`src/rtl/core/crpr_pkg.sv`:
```
// Shared constants and widths of the Catmull-Rom polyline resampler.
package crpr_pkg;

  localparam int POS_BITS  = 24;
  localparam int MAX_STEPS = 16;
  localparam int CFG_W     = 16;
  localparam int FLD_W     = 16;

  localparam logic [CFG_W-1:0] SEG_LEN_RESET = CFG_W'(600);

  localparam int DIF_W  = POS_BITS + 2;
  localparam int MUL_W  = (DIF_W > 33) ? DIF_W : 33;
  localparam int PROD_W = 2 * MUL_W;
  localparam int STEP_W = $clog2(MAX_STEPS + 1);
  localparam int T_W    = 17;
  localparam int QUO_W  = 18;
  localparam int H_W    = 30;
  localparam int HF_W   = 52;
  localparam int ACC_W  = 60;
  localparam int D2_W   = 46;
  localparam int ABS_W  = 23;
  localparam int NL_W   = CFG_W + STEP_W;
  localparam int DIVC_W = 5;

  localparam logic [DIVC_W-1:0] DIV_TOP = DIVC_W'(17);

endpackage

```
`src/rtl/core/crpr_mul.sv`:
```
// Shared signed multiplier with a registered product.
module crpr_mul (
  input  logic                                clk,
  input  logic signed [crpr_pkg::MUL_W-1:0]   mul_a,
  input  logic signed [crpr_pkg::MUL_W-1:0]   mul_b,
  output logic signed [crpr_pkg::PROD_W-1:0]  mul_p
);
  import crpr_pkg::*;

  // The product is registered and is valid in the cycle after the operands are presented.
  always_ff @(posedge clk) begin
    mul_p <= PROD_W'(mul_a) * PROD_W'(mul_b);
  end

endmodule

```
`config.mk`:
```
export PLATFORM = sky130hd
export DESIGN_NAME = crpr_mul
export DESIGN_NICKNAME = d
export VERILOG_FILES = /design/src/rtl/core/crpr_pkg.sv /design/src/rtl/core/crpr_mul.sv
export SDC_FILE = /design/constraint.sdc
export NUM_CORES = 2
export LEC_CHECK = 0
export BUFFER_PORTS_ARGS = -buffer_cell sky130_fd_sc_hd__buf_2
export CORE_MARGIN = 1.5
export CORE_UTILIZATION = 45
export CTS_CLUSTER_DIAMETER = 40
export DETAILED_ROUTE_END_ITERATION = 10
export PLACE_DENSITY_LB_ADDON = 0.25
export SLEW_MARGIN = 20
export SYNTH_ARGS = -nofsm -noshare
export SYNTH_HDL_FRONTEND = slang
export SYNTH_SLANG_ARGS = --single-unit
```
`constraint.sdc`:
```
create_clock -name clk -period 10.05 [get_ports clk]
set_clock_uncertainty 0.15 [all_clocks]
set_input_delay 1.005 -clock clk [delete_from_list [all_inputs] [get_ports clk]]
set_output_delay 1.005 -clock clk [all_outputs]
set_load 0.02 [all_outputs]
```
==> impl_results.md <==
- Post-synth EDFFs: 0
- Post-CTS sizing: 0
- Bufs and invs on worst path: 6
- CTS tree: yes
- Post-Synth Adder-Cell Area: 0.629
- Post-Synth XOR/XNOR Area: 0.0146
- Fin crit share: 0.893
- Max stage delay on crit path: 700 ps
- Drt total wl: 109 mm
- Via count: 28140
- Die height: 304 um
- Vias in the first global route: 31050
- Post-synthesis compound-gate area fraction: 0.0407
- Post-synth top area cell: fa_1
- Final number of setup-violating endpoints: 0
- Final HPWL DP: 91.0 mm
- Synth-to-Final Area Change: 4.66%
- Sequential area share after synthesis: 0.0324
- Core area: 89900 um^2
- DR pass1 iterations: 7
- Starting Density: 0.453
- Rows: 110
- Post-synthesis simple-gate area fraction: 0.158
- Total track usage: 0.251
- Max FO, Critical Path: 33
- Top post-synthesis cells by area: fa_1 (56%), inv_1 (10%), and2_1 (8.6%), ha_1 (6.7%), nand2_1 (5.1%)
- Relative slew slack: 0.350
- Max Clock Freq: 111 MHz
- Largest family of logic cells by synthesized area: adder cells
- Post-synth cell types: 80
- Avg Cell Area, Syn: 9.39 um^2
- # hold bufs at CTS: 0
- Num CTS Buffers: 9
- Syn_nets: 5767
- First-pass GRT wire length: 178 mm
- Final ANT Viol Nets: 0
- Post-synth top flop: dfxtp_1
- PortBufs: 132
- Worst path required time: 10180 ps
- Die Area: 92300 um^2
- Maximum number of pins on one net before global-route repair: 34
- Yosys warns: 0
- Gpl congestion: 0.917
- Initial drt markers: 1398
- Largest regs: mul_p x66
- Critical path arrival: 9110 ps
- RSZ-0062 raised after global routing: no
- Synth top cells by count: fa_1 (1145), inv_1 (1131), and2_1 (562), nand2_1 (551), ha_1 (217)
- Number of clock sinks: 66
- TNS Setup: 0 ps
- Layout fillers: 8634
- Yosys top cell area share: 0.563
- Synthesized cell area: 40700 um^2
- Final #Nets: 5731
- Clock slew at reported path FFs: 60 ps
- Multi-input logic area: 34300 um^2
- Critical path's most frequent cell: fa_1
- Crit path capture type: flop
- Antenna violations before repair: 7
- Most numerous cell in the Yosys netlist: fa_1
- Buffer depth of the longest clock path: 2
- Critical Path Start Type: primary input
- Share of cells above drive strength 1: 0.0522
- Remaining Overflow, GRT: 0
- Die width: 304 um
- Largest register by flop count: mul_p
- Setup bufs post-CTS: 0
- Endpoints failing hold: 0
- Synthesized flop and latch total: 66
- Mux cell area share after synthesis: 0
- Max reg flops: 66
- DRC viols: 0
- Worst-Margin Slew: 975 ps
- Ports: 133
- Slowest cell on the critical path: buf_2
- Max_cap viols: 0
- Clock Root Buffer: clkbuf_16
- Cells after synthesis: 4338
- WL/cell: 19.8 um
- Via density: 5.13
- Outcome: completed
- FF/Latch Area: 1320 um^2
- CP Class: primary input to flop
- Worst Hold Class: primary input to flop
- H-tree depth: 3
- Async SR Flop Fraction: 0
- Max-slew violations: 0
- Crit-path cells: buf_2 > and2_1 > fa_1 > fa_1 > inv_1 > fa_1 > inv_1 > fa_1 > fa_1 > fa_1 > fa_1 > inv_1 > fa_1 > inv_1 > ha_1 > a21oi_1 > o21ai_0 > a22oi_1 > buf_4 > nor2_1 > a211oi_4 > a21oi_2 > nor4b_2 > a311oi_1
- Top delay family on crit path: adder cells
- Tmin final: 8980 ps
[per-stage QoR]
step / setup WS, ps / cells / hold slack [ps] / utilization / cell area, um^2
2_1_floorplan: 1660 / 4338 / 982 / - / 40700
3_3_place_gp: 693 / 5467 / 1270 / 0.471 / 42300
3_5_place_dp: 696 / 5467 / 1270 / 0.471 / 42300
4_1_cts: 1130 / 5483 / 939 / 0.474 / 42600
5_1_grt: 809 / 5485 / 976 / 0.474 / 42600
6_report: 1070 / 5485 / 958 / 0.474 / 42600
[layer usage]
metal | part of all wire | GRT usage | vias up
li1 | - | - | 12259
met1 | 0.41 | 0.331 | 14983
met2 | 0.50 | 0.427 | 719
met3 | 0.045 | 0.0267 | 177
met4 | 0.043 | 0.0984 | 2
met5 | 0.00012 | 0 | -
[placed cells by master, fill, tap and decap left out, types with 9 or more instances in the layout]
master,n
fa_1,1145
inv_1,1131
and2_1,562
nand2_1,551
ha_1,217
buf_2,132
nor2_1,68
dfxtp_1,66
a21oi_1,57
xnor2_1,43
buf_4,42
a21o_1,36
o21ai_0,25
nand3_1,25
xor2_1,25
nand2b_1,12
o21bai_1,11
nand4_1,11
clkbuf_16,9
[layout make-up]
class / instances / area share
sequential: 66 / 0.0310
multi-input combinational: 2920 / 0.805
antenna: 2 / 0.000117
clock buffer: 12 / 0.00578
inverter: 1131 / 0.0996
timing repair buffer: 174 / 0.0229
clock inverter: 4 / 0.00120
tap: 1176 / 0.0345
[logic make-up (layout without fill, tap and decap cells)]
group           Yosys count  after routing
buf+inv                1352           1321
fa+ha+maj              1362           1362
simple gates           1271           1271
xor+xnor                 68             68
flops                    66             66
other cells               0              2
compound gates          219            219
[worst paths after layout]
path | from | end | slack (ps) | depth (start not counted)
setup / recovery | mul_b[10] | mul_p[58]$_DFF_P_ | 1070 | 24
hold / removal | mul_b[0] | mul_p[0]$_DFF_P_ | 960 | 2
Power is not shown: default switching activity piles up to over one toggle a cycle in this logic, so the estimate is an artifact.
